`config.mk`:
```
export PLATFORM = sky130hd
export DESIGN_NAME = wav_header_parser_unit
export DESIGN_NICKNAME = d
export VERILOG_FILES = /design/src/hdl/wavhp_pkg.sv /design/src/hdl/wav_header_parser_unit.sv /design/src/hdl/wavhp_front.sv /design/src/hdl/wavhp_queue.sv /design/src/hdl/wavhp_back.sv
export SDC_FILE = /design/constraint.sdc
export NUM_CORES = 1
export LEC_CHECK = 0
export BUFFER_PORTS_ARGS = -buffer_cell sky130_fd_sc_hd__buf_2
export CAP_MARGIN = 15
export CELL_PAD_IN_SITES_DETAIL_PLACEMENT = 0
export CELL_PAD_IN_SITES_GLOBAL_PLACEMENT = 2
export CORE_ASPECT_RATIO = 0.5
export CORE_MARGIN = 3
export CORE_UTILIZATION = 40
export DETAILED_ROUTE_END_ITERATION = 16
export HOLD_SLACK_MARGIN = 0.08
export PLACE_DENSITY = 0.8
export SYNTH_ARGS = -nofsm -noshare
export SYNTH_HDL_FRONTEND = slang
export SYNTH_HIERARCHICAL = 1
export SYNTH_SLANG_ARGS = --single-unit
export TNS_END_PERCENT = 10
```
`constraint.sdc`:
```
create_clock -name aclk -period 106.8 [get_ports aclk]
set_clock_uncertainty 0.15 [all_clocks]
set_input_delay 16.02 -clock aclk [delete_from_list [all_inputs] [get_ports aclk]]
set_output_delay 16.02 -clock aclk [all_outputs]
set_load 0.02 [all_outputs]
```
`src/hdl/wavhp_pkg.sv`:
```
// Shared types, constants and helpers for the WAV header parser.
// No dependencies; imported by every module of the block.
`default_nettype none

package wavhp_pkg;

    localparam int BYTE_W   = 8;
    localparam int OFFSET_W = 9;
    localparam int STATUS_W = 4;
    localparam int ALIGN_W  = 16;
    localparam int RATE_W   = 32;
    localparam int WINDOW_W = 8;
    localparam int CFG_IDX_W  = 2;
    localparam int CFG_DATA_W = 32;
    localparam int OUT_DATA_W = 208;   // 205 bits of fields, padded to bytes

    localparam int QUEUE_DEPTH_DEF = 4;

    // Register defaults
    localparam logic [ALIGN_W-1:0]  ALIGN_RESET  = 16'd4;
    localparam logic [RATE_W-1:0]   RATE_RESET   = 32'd64000;
    localparam logic [WINDOW_W-1:0] WINDOW_RESET = 8'd200;

    // Register indexes
    localparam logic [CFG_IDX_W-1:0] CFG_BLOCK_ALIGN = 2'd0;
    localparam logic [CFG_IDX_W-1:0] CFG_BYTE_RATE   = 2'd1;
    localparam logic [CFG_IDX_W-1:0] CFG_WINDOW      = 2'd2;

    // Chunk identifiers as seen in a little-endian assembly word
    localparam logic [31:0] ID_RIFF = 32'h4646_4952;
    localparam logic [31:0] ID_WAVE = 32'h4556_4157;
    localparam logic [31:0] ID_FMT  = 32'h2074_6D66;

    // Fixed header offsets
    localparam logic [OFFSET_W-1:0] OFS_RIFF_ID   = 9'd3;
    localparam logic [OFFSET_W-1:0] OFS_RIFF_SIZE = 9'd7;
    localparam logic [OFFSET_W-1:0] OFS_WAVE_ID   = 9'd11;
    localparam logic [OFFSET_W-1:0] OFS_FMT_ID    = 9'd15;
    localparam logic [OFFSET_W-1:0] OFS_TAG       = 9'd21;
    localparam logic [OFFSET_W-1:0] OFS_CHANNELS  = 9'd23;
    localparam logic [OFFSET_W-1:0] OFS_RATE      = 9'd27;
    localparam logic [OFFSET_W-1:0] OFS_BYTE_RATE = 9'd31;
    localparam logic [OFFSET_W-1:0] OFS_ALIGN     = 9'd33;
    localparam logic [OFFSET_W-1:0] OFS_BITS      = 9'd35;
    localparam logic [OFFSET_W-1:0] OFS_MAX       = 9'd511;

    // Verdict codes
    localparam logic [STATUS_W-1:0] ST_OK        = 4'd0;
    localparam logic [STATUS_W-1:0] ST_NO_RIFF   = 4'd1;
    localparam logic [STATUS_W-1:0] ST_NO_WAVE   = 4'd2;
    localparam logic [STATUS_W-1:0] ST_NO_FMT    = 4'd3;
    localparam logic [STATUS_W-1:0] ST_BAD_TAG   = 4'd4;
    localparam logic [STATUS_W-1:0] ST_NO_DATA   = 4'd5;
    localparam logic [STATUS_W-1:0] ST_ALIGN     = 4'd6;
    localparam logic [STATUS_W-1:0] ST_RATE      = 4'd7;
    localparam logic [STATUS_W-1:0] ST_TRUNCATED = 4'd8;

    // Format tags accepted
    localparam logic [15:0] TAG_PCM    = 16'h0001;
    localparam logic [15:0] TAG_FLOAT  = 16'h0003;
    localparam logic [15:0] TAG_ALAW   = 16'h0006;
    localparam logic [15:0] TAG_MULAW  = 16'h0007;
    localparam logic [15:0] TAG_EXTENS = 16'hFFFE;

    // Front-end parse phase
    typedef enum logic [2:0] {
        PH_WAIT,
        PH_HEAD,
        PH_SEARCH,
        PH_DSIZE,
        PH_DONE
    } phase_t;

    // What the back end does with one byte
    typedef enum logic [3:0] {
        OP_SHIFT,
        OP_CHK_RIFF,
        OP_CAP_RIFF,
        OP_CHK_WAVE,
        OP_CHK_FMT,
        OP_CAP_TAG,
        OP_CAP_CHAN,
        OP_CAP_RATE,
        OP_CAP_BRATE,
        OP_CAP_ALIGN,
        OP_CAP_BITS,
        OP_NO_DATA,
        OP_DSIZE
    } op_t;

    // Classified item passed from front to back
    typedef struct packed {
        logic [BYTE_W-1:0]   data_byte;
        op_t                 op;
        logic                first;
        logic                last;
        logic [OFFSET_W-1:0] hlen;
    } cmd_t;

    // Bytes of the "data" chunk id, in stream order
    function automatic logic [BYTE_W-1:0] data_id_byte(input logic [1:0] idx);
        logic [BYTE_W-1:0] r;
        case (idx)
            2'd0:    r = 8'h64;
            2'd1:    r = 8'h61;
            2'd2:    r = 8'h74;
            default: r = 8'h61;
        endcase
        return r;
    endfunction

    function automatic logic tag_ok(input logic [15:0] t);
        return (t == TAG_PCM) || (t == TAG_FLOAT) || (t == TAG_ALAW) ||
               (t == TAG_MULAW) || (t == TAG_EXTENS);
    endfunction

endpackage

`default_nettype wire

```
`src/hdl/wav_header_parser_unit.sv`:
```
// WAV RIFF header parser, top level: register file, front end, queue, back end.
// Depends on wavhp_pkg, wavhp_front, wavhp_queue and wavhp_back.
//
// Usage:
//   Bytes of a WAV file stream in on s_tdata, one item per byte; s_tuser marks
//   the first byte of a file (restarts the parse), s_tlast the final byte.
//   Bytes before any first byte, and after a file's verdict, are dropped.
//   Each file yields exactly one verdict item on the m_ channel, carrying the
//   status, header length (zero unless OK) and all header fields captured so far.
//   Throughput: one byte per cycle while s_tready is high; the front end
//   classifies each byte in the cycle it is accepted and the back end executes
//   one command per cycle from the queue unless a verdict waits on m_tready.
//   Verdict path: the byte that decides a verdict is written into the queue;
//   when the back end executes it, the verdict is registered in the output register.
//   Stall: while a verdict waits with m_tready low the back end holds; the
//   queue keeps taking bytes until it is full, then s_tready drops.
//   Reset (aresetn low, synchronous): parser waits for a first byte, queue and output
//   are emptied, registers return to align 4, byte rate 64000, window 200. The user
//   must write registers via cfg_we/cfg_index/cfg_wdata while idle; the block does not check.
`default_nettype none

module wav_header_parser_unit #(
    parameter int QUEUE_DEPTH = wavhp_pkg::QUEUE_DEPTH_DEF
) (
    input  wire                                 aclk,
    input  wire                                 aresetn,
    // Input bytes
    input  wire                                 s_tvalid,
    output logic                                s_tready,
    input  wire  [7:0]                          s_tdata,   // [7:0] data_byte
    input  wire                                 s_tuser,   // [0] first
    input  wire                                 s_tlast,
    // Verdicts
    output logic                                m_tvalid,
    input  wire                                 m_tready,
    // [3:0] status, [12:4] header_length, [44:13] riff_size,
    // [60:45] format_tag, [76:61] channels, [108:77] sample_rate,
    // [140:109] byte_rate, [156:141] block_align, [172:157] bits_per_sample,
    // [204:173] data_size, [207:205] zero
    output logic [wavhp_pkg::OUT_DATA_W-1:0]    m_tdata,
    // Configuration writes
    input  wire                                 cfg_we,
    input  wire  [wavhp_pkg::CFG_IDX_W-1:0]     cfg_index,
    input  wire  [wavhp_pkg::CFG_DATA_W-1:0]    cfg_wdata
);
    import wavhp_pkg::*;

    logic [ALIGN_W-1:0]  align_cfg_reg;
    logic [RATE_W-1:0]   rate_cfg_reg;
    logic [WINDOW_W-1:0] window_cfg_reg;

    logic q_push, q_pop, q_full, q_empty;
    cmd_t push_cmd, head_cmd;

    // Configuration registers
    always_ff @(posedge aclk) begin
        if (!aresetn) begin
            align_cfg_reg  <= ALIGN_RESET;
            rate_cfg_reg   <= RATE_RESET;
            window_cfg_reg <= WINDOW_RESET;
        end else if (cfg_we) begin
            case (cfg_index)
                CFG_BLOCK_ALIGN: align_cfg_reg  <= cfg_wdata[ALIGN_W-1:0];
                CFG_BYTE_RATE:   rate_cfg_reg   <= cfg_wdata[RATE_W-1:0];
                CFG_WINDOW:      window_cfg_reg <= cfg_wdata[WINDOW_W-1:0];
                default: begin
                    align_cfg_reg <= align_cfg_reg;
                end
            endcase
        end
    end

    wavhp_front u_front (
        .aclk          (aclk),
        .aresetn       (aresetn),
        .in_valid      (s_tvalid),
        .in_byte       (s_tdata),
        .in_first      (s_tuser),
        .in_last       (s_tlast),
        .q_full        (q_full),
        .search_window (window_cfg_reg),
        .in_ready      (s_tready),
        .q_push        (q_push),
        .q_cmd         (push_cmd)
    );

    wavhp_queue #(
        .DEPTH (QUEUE_DEPTH)
    ) u_queue (
        .aclk     (aclk),
        .aresetn  (aresetn),
        .push     (q_push),
        .push_cmd (push_cmd),
        .pop      (q_pop),
        .full     (q_full),
        .empty    (q_empty),
        .head_cmd (head_cmd)
    );

    wavhp_back u_back (
        .aclk                 (aclk),
        .aresetn              (aresetn),
        .q_empty              (q_empty),
        .q_cmd                (head_cmd),
        .expected_block_align (align_cfg_reg),
        .expected_byte_rate   (rate_cfg_reg),
        .q_pop                (q_pop),
        .out_valid            (m_tvalid),
        .out_ready            (m_tready),
        .out_data             (m_tdata)
    );

endmodule

`default_nettype wire

```
`src/hdl/wavhp_front.sv`:
```
// Front end: accepts bytes, tracks offset and phase, searches for the data id
// and classifies each byte into a command. Depends on wavhp_pkg.
`default_nettype none

module wavhp_front (
    input  wire                              aclk,
    input  wire                              aresetn,
    input  wire                              in_valid,
    input  wire  [wavhp_pkg::BYTE_W-1:0]     in_byte,
    input  wire                              in_first,
    input  wire                              in_last,
    input  wire                              q_full,
    input  wire  [wavhp_pkg::WINDOW_W-1:0]   search_window,
    output logic                             in_ready,
    output logic                             q_push,
    output wavhp_pkg::cmd_t                  q_cmd
);
    import wavhp_pkg::*;

    phase_t                phase_reg, phase_next;
    logic [OFFSET_W-1:0]   offset_reg, offset_next;
    logic [2:0]            match_reg, match_next;
    logic [WINDOW_W-1:0]   window_reg, window_next;

    // Effective state after a possible restart on the first byte
    phase_t                phase_eff;
    logic [OFFSET_W-1:0]   offset_eff;
    logic [2:0]            match_eff;
    logic [WINDOW_W-1:0]   window_eff;
    logic                  accept;
    logic                  active;
    logic [WINDOW_W-1:0]   window_inc;
    logic [2:0]            match_step;
    logic [2:0]            dsize_inc;
    logic                  window_over;

    assign in_ready   = !q_full;
    assign accept     = in_valid && !q_full;
    assign phase_eff  = in_first ? PH_HEAD : phase_reg;
    assign offset_eff = in_first ? '0 : offset_reg;
    assign match_eff  = in_first ? '0 : match_reg;
    assign window_eff = in_first ? '0 : window_reg;
    assign active     = (phase_eff == PH_HEAD) || (phase_eff == PH_SEARCH) ||
                        (phase_eff == PH_DSIZE);
    assign window_over = (window_eff >= search_window);
    assign window_inc  = window_eff + 1'b1;
    assign dsize_inc   = match_eff + 1'b1;

    // Restarting match: a mismatching 'd' opens a new match
    always_comb begin
        if (in_byte == data_id_byte(match_eff[1:0])) begin
            match_step = match_eff + 1'b1;
        end else if (in_byte == data_id_byte(2'd0)) begin
            match_step = 3'd1;
        end else begin
            match_step = 3'd0;
        end
    end

    // Next state
    always_comb begin
        phase_next  = phase_reg;
        offset_next = offset_reg;
        match_next  = match_reg;
        window_next = window_reg;
        if (accept) begin
            phase_next  = phase_eff;
            offset_next = offset_eff;
            match_next  = match_eff;
            window_next = window_eff;
            if (active) begin
                if (offset_eff != OFS_MAX) begin
                    offset_next = offset_eff + 1'b1;
                end
                case (phase_eff)
                    PH_HEAD: begin
                        if (offset_eff == OFS_BITS) begin
                            phase_next  = PH_SEARCH;
                            match_next  = '0;
                            window_next = '0;
                        end
                    end
                    PH_SEARCH: begin
                        if (window_over) begin
                            phase_next = PH_DONE;
                        end else begin
                            window_next = window_inc;
                            if (match_step[2]) begin
                                phase_next = PH_DSIZE;
                                match_next = '0;
                            end else if (window_inc >= search_window) begin
                                phase_next = PH_DONE;
                            end else begin
                                match_next = match_step;
                            end
                        end
                    end
                    PH_DSIZE: begin
                        match_next = dsize_inc;
                        if (dsize_inc[2]) begin
                            phase_next = PH_DONE;
                        end
                    end
                    default: begin
                        phase_next = phase_eff;
                    end
                endcase
            end
        end
    end

    // Command output
    always_comb begin
        q_push          = accept && active;
        q_cmd.data_byte = in_byte;
        q_cmd.first     = in_first;
        q_cmd.last      = in_last;
        q_cmd.hlen      = offset_eff + 1'b1;
        q_cmd.op        = OP_SHIFT;
        case (phase_eff)
            PH_HEAD: begin
                case (offset_eff)
                    OFS_RIFF_ID:   q_cmd.op = OP_CHK_RIFF;
                    OFS_RIFF_SIZE: q_cmd.op = OP_CAP_RIFF;
                    OFS_WAVE_ID:   q_cmd.op = OP_CHK_WAVE;
                    OFS_FMT_ID:    q_cmd.op = OP_CHK_FMT;
                    OFS_TAG:       q_cmd.op = OP_CAP_TAG;
                    OFS_CHANNELS:  q_cmd.op = OP_CAP_CHAN;
                    OFS_RATE:      q_cmd.op = OP_CAP_RATE;
                    OFS_BYTE_RATE: q_cmd.op = OP_CAP_BRATE;
                    OFS_ALIGN:     q_cmd.op = OP_CAP_ALIGN;
                    OFS_BITS:      q_cmd.op = OP_CAP_BITS;
                    default:       q_cmd.op = OP_SHIFT;
                endcase
            end
            PH_SEARCH: begin
                if (window_over) begin
                    q_cmd.op = OP_NO_DATA;
                end else if (!match_step[2] && (window_inc >= search_window)) begin
                    q_cmd.op = OP_NO_DATA;
                end
            end
            PH_DSIZE: begin
                if (dsize_inc[2]) begin
                    q_cmd.op = OP_DSIZE;
                end
            end
            default: begin
                q_cmd.op = OP_SHIFT;
            end
        endcase
    end

    always_ff @(posedge aclk) begin
        if (!aresetn) begin
            phase_reg  <= PH_WAIT;
            offset_reg <= '0;
            match_reg  <= '0;
            window_reg <= '0;
        end else begin
            phase_reg  <= phase_next;
            offset_reg <= offset_next;
            match_reg  <= match_next;
            window_reg <= window_next;
        end
    end

endmodule

`default_nettype wire

```
`src/hdl/wavhp_queue.sv`:
```
// Short command queue between the front and back ends of the parser.
// Depends on wavhp_pkg for the command type.
`default_nettype none

module wavhp_queue #(
    parameter int DEPTH = wavhp_pkg::QUEUE_DEPTH_DEF
) (
    input  wire                  aclk,
    input  wire                  aresetn,
    input  wire                  push,
    input  wire  wavhp_pkg::cmd_t push_cmd,
    input  wire                  pop,
    output logic                 full,
    output logic                 empty,
    output wavhp_pkg::cmd_t      head_cmd
);
    import wavhp_pkg::*;

    localparam int PTR_W = (DEPTH > 1) ? $clog2(DEPTH) : 1;
    localparam int CNT_W = $clog2(DEPTH + 1);
    localparam logic [PTR_W-1:0] LAST_PTR = PTR_W'(DEPTH - 1);
    localparam logic [CNT_W-1:0] FULL_CNT = CNT_W'(DEPTH);

    cmd_t             mem [DEPTH];
    logic [PTR_W-1:0] wr_ptr_reg, rd_ptr_reg;
    logic [CNT_W-1:0] count_reg;
    logic             do_push, do_pop;

    assign full     = (count_reg == FULL_CNT);
    assign empty    = (count_reg == '0);
    assign do_push  = push && !full;
    assign do_pop   = pop && !empty;
    assign head_cmd = mem[rd_ptr_reg];

    // Storage
    always_ff @(posedge aclk) begin
        if (do_push) begin
            mem[wr_ptr_reg] <= push_cmd;
        end
    end

    // Pointers and fill count
    always_ff @(posedge aclk) begin
        if (!aresetn) begin
            wr_ptr_reg <= '0;
            rd_ptr_reg <= '0;
            count_reg  <= '0;
        end else begin
            if (do_push) begin
                wr_ptr_reg <= (wr_ptr_reg == LAST_PTR) ? '0 : wr_ptr_reg + 1'b1;
            end
            if (do_pop) begin
                rd_ptr_reg <= (rd_ptr_reg == LAST_PTR) ? '0 : rd_ptr_reg + 1'b1;
            end
            if (do_push && !do_pop) begin
                count_reg <= count_reg + 1'b1;
            end else if (do_pop && !do_push) begin
                count_reg <= count_reg - 1'b1;
            end
        end
    end

endmodule

`default_nettype wire

```
`src/hdl/wavhp_back.sv`:
```
// Back end: assembles words, captures header fields, runs the checks and
// holds the verdict in an output register. Depends on wavhp_pkg.
`default_nettype none

module wavhp_back (
    input  wire                               aclk,
    input  wire                               aresetn,
    input  wire                               q_empty,
    input  wire  wavhp_pkg::cmd_t             q_cmd,
    input  wire  [wavhp_pkg::ALIGN_W-1:0]     expected_block_align,
    input  wire  [wavhp_pkg::RATE_W-1:0]      expected_byte_rate,
    output logic                              q_pop,
    output logic                              out_valid,
    input  wire                               out_ready,
    output logic [wavhp_pkg::OUT_DATA_W-1:0]  out_data
);
    import wavhp_pkg::*;

    logic [31:0] word_reg, word_next;
    logic [31:0] riff_reg, riff_next;
    logic [15:0] tag_reg, tag_next;
    logic [15:0] chan_reg, chan_next;
    logic [31:0] rate_reg, rate_next;
    logic [31:0] brate_reg, brate_next;
    logic [15:0] align_reg, align_next;
    logic [15:0] bits_reg, bits_next;
    logic [31:0] dsize_reg, dsize_next;
    logic        done_reg, done_next;
    logic        valid_reg;
    logic [OUT_DATA_W-1:0] data_reg;

    logic                  done_eff;
    logic                  emit;
    logic [STATUS_W-1:0]   status;
    logic [OFFSET_W-1:0]   hlen;

    assign q_pop     = !q_empty && (!valid_reg || out_ready);
    assign out_valid = valid_reg;
    assign out_data  = data_reg;
    assign done_eff  = q_cmd.first ? 1'b0 : done_reg;

    // Execute one command
    always_comb begin
        word_next  = q_cmd.first ? '0 : word_reg;
        riff_next  = q_cmd.first ? '0 : riff_reg;
        tag_next   = q_cmd.first ? '0 : tag_reg;
        chan_next  = q_cmd.first ? '0 : chan_reg;
        rate_next  = q_cmd.first ? '0 : rate_reg;
        brate_next = q_cmd.first ? '0 : brate_reg;
        align_next = q_cmd.first ? '0 : align_reg;
        bits_next  = q_cmd.first ? '0 : bits_reg;
        dsize_next = q_cmd.first ? '0 : dsize_reg;
        done_next  = done_eff;
        emit       = 1'b0;
        status     = ST_OK;
        hlen       = '0;
        if (!done_eff) begin
            word_next = {q_cmd.data_byte, word_next[31:8]};
            case (q_cmd.op)
                OP_CHK_RIFF: begin
                    if (word_next != ID_RIFF) begin
                        emit = 1'b1; status = ST_NO_RIFF;
                    end
                end
                OP_CAP_RIFF: riff_next = word_next;
                OP_CHK_WAVE: begin
                    if (word_next != ID_WAVE) begin
                        emit = 1'b1; status = ST_NO_WAVE;
                    end
                end
                OP_CHK_FMT: begin
                    if (word_next != ID_FMT) begin
                        emit = 1'b1; status = ST_NO_FMT;
                    end
                end
                OP_CAP_TAG: begin
                    tag_next = word_next[31:16];
                    if (!tag_ok(word_next[31:16])) begin
                        emit = 1'b1; status = ST_BAD_TAG;
                    end
                end
                OP_CAP_CHAN:  chan_next  = word_next[31:16];
                OP_CAP_RATE:  rate_next  = word_next;
                OP_CAP_BRATE: brate_next = word_next;
                OP_CAP_ALIGN: align_next = word_next[31:16];
                OP_CAP_BITS:  bits_next  = word_next[31:16];
                OP_NO_DATA: begin
                    emit = 1'b1; status = ST_NO_DATA;
                end
                OP_DSIZE: begin
                    dsize_next = word_next;
                    emit       = 1'b1;
                    if (align_next != expected_block_align) begin
                        status = ST_ALIGN;
                    end else if (brate_next != expected_byte_rate) begin
                        status = ST_RATE;
                    end else begin
                        status = ST_OK;
                        hlen   = q_cmd.hlen;
                    end
                end
                default: begin
                    emit = 1'b0;
                end
            endcase
            // A last byte that gave no verdict ends the file as truncated
            if (!emit && q_cmd.last) begin
                emit   = 1'b1;
                status = ST_TRUNCATED;
            end
            done_next = emit;
        end
    end

    // Captured fields
    always_ff @(posedge aclk) begin
        if (q_pop) begin
            word_reg  <= word_next;
            riff_reg  <= riff_next;
            tag_reg   <= tag_next;
            chan_reg  <= chan_next;
            rate_reg  <= rate_next;
            brate_reg <= brate_next;
            align_reg <= align_next;
            bits_reg  <= bits_next;
            dsize_reg <= dsize_next;
        end
        if (q_pop && emit) begin
            data_reg <= {3'b000, dsize_next, bits_next, align_next, brate_next,
                         rate_next, chan_next, tag_next, riff_next, hlen, status};
        end
    end

    // Verdict flag and output handshake
    always_ff @(posedge aclk) begin
        if (!aresetn) begin
            done_reg  <= 1'b0;
            valid_reg <= 1'b0;
        end else begin
            if (q_pop) begin
                done_reg <= done_next;
            end
            if (q_pop && emit) begin
                valid_reg <= 1'b1;
            end else if (out_ready) begin
                valid_reg <= 1'b0;
            end
        end
    end

endmodule

`default_nettype wire
```
==> key figures <==
Cells and area
  • Nets: 2423
  • Commonest non-fill, non-tap cell in the layout: edfxtp_1
  • P&R area growth vs syn: 14.2%
  • Final Util: 0.469
  • # diodes: 0
  • Most frequent cells in the layout: 513 x edfxtp_1, 478 x nand2_1, 254 x buf_2
  • Fill count: approximately 5900
  • Finished Cell Area: 30000 um2
  • Number of flip-flops in the largest register: a little over 200
  • Layout cells sized above 1: 0.173

Logic synthesis
  • Flops & latches, synth: 603
  • Cell taking the most area after synthesis: edfxtp_1
  • Ranking of synthesized cells by area: edfxtp_1 59%, dfxtp_1 6.9%, nand2_1 6.8%, mux2i_1 3.1%, a21oi_1 2.7%
  • Cells after synthesis: between 2000 and 2500
  • Predominant post-synthesis flop cell: edfxtp_1
  • Yosys cell types: 94
  • Register area share after synthesis: 0.656
  • Number of enable flip-flop cells after synthesis: slightly above 500
  • Post-Syn Area: 26200 um2
  • Yosys warning count: 6
  • Share of Yosys cell area claimed by the top area cell type: 0.587
  • Async set or reset register ratio after synthesis: 0
  • Avg Cell Area, Syn: between 10 and 15 um2

Placement
  • DP Worst Slack: 87.24 ns
  • Area post-placement: 28200 um2
  • Placer Congestion: between 0.8 and 0.9
  • Post-DP HPWL: between 40000 and 50000 um
  • Port buffer count: around 260

Drt
  • Vias: approximately 17000
  • DR pass1 iterations: 7
  • Avg WL per Cell: approximately 21 um
  • Via density: 5.26
  • ANT nets after route: 0
  • Final Routed Wirelength: 68600 um
  • Drt initial violations: approximately 1500
  • Drc violations: 0

Power
  • Peak VDD IR: a little over 0.00002 V
  • Power per cell area: 30.8 nW/um2
  • Leak: between 0.01 and 0.015 uW

GRT
  • Vias in the first global route: around 17000
  • Initial antenna violation count: 0
  • Gr usage total: 0.194
  • Largest net degree at the start of global routing: a little under 90
  • Congestion Overflow GR: 0
  • First-pass GRT wire length: between 100000 and 150000 um

Critical path
  • Worst setup SP type: input port
  • WP data required: roughly 110 ns
  • Reg2reg setup slack: slightly above 100 ns
  • Worst-path maximum fanout: between 40 and 50
  • Crit-path cells: buf_2 > buf_4 > o21a_1 > nor2b_1 > ha_1 > inv_1 > fa_1 > xor2_1 > or3_2 > a21boi_0
  • CP delay by family, top: compound AO/OA/AOI/OAI gates
  • Setup CP Type: in2reg
  • R2R Path End: u_back/out_data[4]$_SDFFCE_PP0P_
  • R2R depth: 8
  • WP buf/inv: 3
  • Worst path slowest cell: o21a_1
  • Worst Setup End Kind: flip-flop
  • Max incr delay on CP: 0.80 ns
  • Crit path DAT: between 15 and 20 ns

Min path
  • Hold Crit Start: rate_cfg_reg[22]$_SDFFE_PN0P_
  • WHS Endpoint: rate_cfg_reg[22]$_SDFFE_PN0P_
  • Min-delay worst type: reg2reg
  • Hold depth: 2

Clocking
  • Num Clock Sinks: around 600
  • Clk_lat worst skew: approximately 0.63 ns
  • Post-CTS setup buffers: 0
  • Clk slew on worst S/H paths: approximately 0.06 ns
  • Root Buffer: clkbuf_16
  • CTS tree: yes
  • Hold Buf Count CTS: 0
  • # resized after CTS: 0
  • Max H-tree Level: 2
  • CTS buffer count: 55
  • Worst-case clock buffer depth: 3

Die
  • Die Width: 368 um
  • # IOs: between 200 and 300
  • Effective utilization at floorplan: 0.410
  • Core ar.: approximately 64000 um2
  • Die Footprint: a little under 70000 um2
  • Die Y-Extent: 187 um
  • Rows: 65

STA
  • Final setup viols: 0
  • Final Max Slew Viols: 0
  • Tmin final: 18.92 ns
  • Fmax: 52.8 MHz
  • Final count of hold timing violations: 0
  • Part of the cycle the worst path needs: 0.177
  • Setup slack after layout: slightly below 90 ns
  • RSZ-0062 raised after global routing: no
  • Slew of the pin with the lowest slew margin: between 1 and 1.5 ns
  • Total negative slack: 0 ns
  • Max_slew headroom: 0.269

Flow run
  • Max cap viols: 0

Outcome
  • Outcome: complete, no violations
-- stage by stage --
stage | power [uW] | hold WS [ns] | std cells
floorplan | 675 | 0.285 | 2142
detailed placement | 736 | 0.302 | 3155
finish | 921 | 0.311 | 3259
global route | 970 | 0.336 | 3259
CTS | 931 | 0.311 | 3256
global placement | 732 | 0.297 | 3155
-- cell type report --
class	instances	area, um2	area share
clock buffers	76	1500	0.0499
inverters	49	184	0.00614
clock inverters	25	228	0.00760
well taps	871	1090	0.0364
repair buffers	285	1550	0.0518
flip-flops and latches	603	17200	0.574
multi-input cells	1350	8200	0.274
-- logic make-up after synthesis --
logic type,after synthesis,share of synthesized area
buffers and inverters,189,0.0335
adder cells (fa/ha/maj),30,0.0146
XOR/XNOR,37,0.0124
other,1,0.000143
AO/OA/AOI/OAI,319,0.0746
flip-flops,603,0.656
multiplexers,105,0.0512
AND/OR/NAND/NOR,856,0.158
-- how the worst max path moves through the flow --
stage | from | endpoint | slack [ns] | depth (start not counted)
finish | s_tuser | u_queue/count_reg[2]$_SDFFE_PN0P_ | 87.88 | 10
global route | s_tuser | u_queue/count_reg[2]$_SDFFE_PN0P_ | 87.54 | 10
CTS | s_tuser | u_queue/count_reg[2]$_SDFFE_PN0P_ | 87.89 | 10
detailed placement | s_tuser | u_queue/count_reg[2]$_SDFFE_PN0P_ | 87.24 | 10
global placement | s_tuser | u_queue/count_reg[2]$_SDFFE_PN0P_ | 87.25 | 10
floorplan | m_tready | u_back/out_data[0]$_SDFFCE_PP0P_ | 57.18 | 2
-- metal layers --
layer  track usage  vias to the layer above  share of wire
met5             0                        -              0
met4        0.0365                        0          0.015
met3        0.0307                       70          0.054
met2         0.320                      430           0.48
met1         0.275                     8493           0.45
li1              -                     8156              -
-- worst reg2reg max path: stages (launching register included) --
cell	delay, ns
dfxtp_1	1.04
mux4_4	0.82
buf_4	0.64
buf_4	0.81
a21oi_1	0.17
or4_1	0.55
or4_4	0.56
nor3_4	0.50
and2_1	0.24
-- Yosys cell counts, types with 4 or more instances --
library cell,n
nand4_1,9
nor3_1,20
o21ai_1,9
clkbuf_1,92
o21a_1,4
nor2b_1,21
buf_2,20
a22oi_1,5
o22ai_1,4
inv_1,49
xor2_1,8
o21ai_0,57
buf_4,16
o211ai_1,13
nor4bb_1,18
nor4_1,9
and3_1,10
ha_1,29
o32ai_1,5
nor3b_1,4
and2_1,15
nand3b_1,51
nand2b_1,35
o31ai_1,7
and4b_1,4
a31oi_1,23
or4_1,6
nand2_1,478
mux2i_1,81
a21o_1,5
mux4_2,22
dfxtp_1,90
edfxtp_1,513
a21oi_1,143
nand3_1,22
nand4b_1,13
xnor2_1,29
nor2_1,111
buf_6,7
a211oi_1,4
-- where the power goes --
group          internal (uW)  leakage, uW  switching, uW
registers                393      0.00571           58.6
logic                   79.0      0.00443            198
clock network            104     0.000842           89.5
No activity file was read; power rests on OpenSTA's default activity.
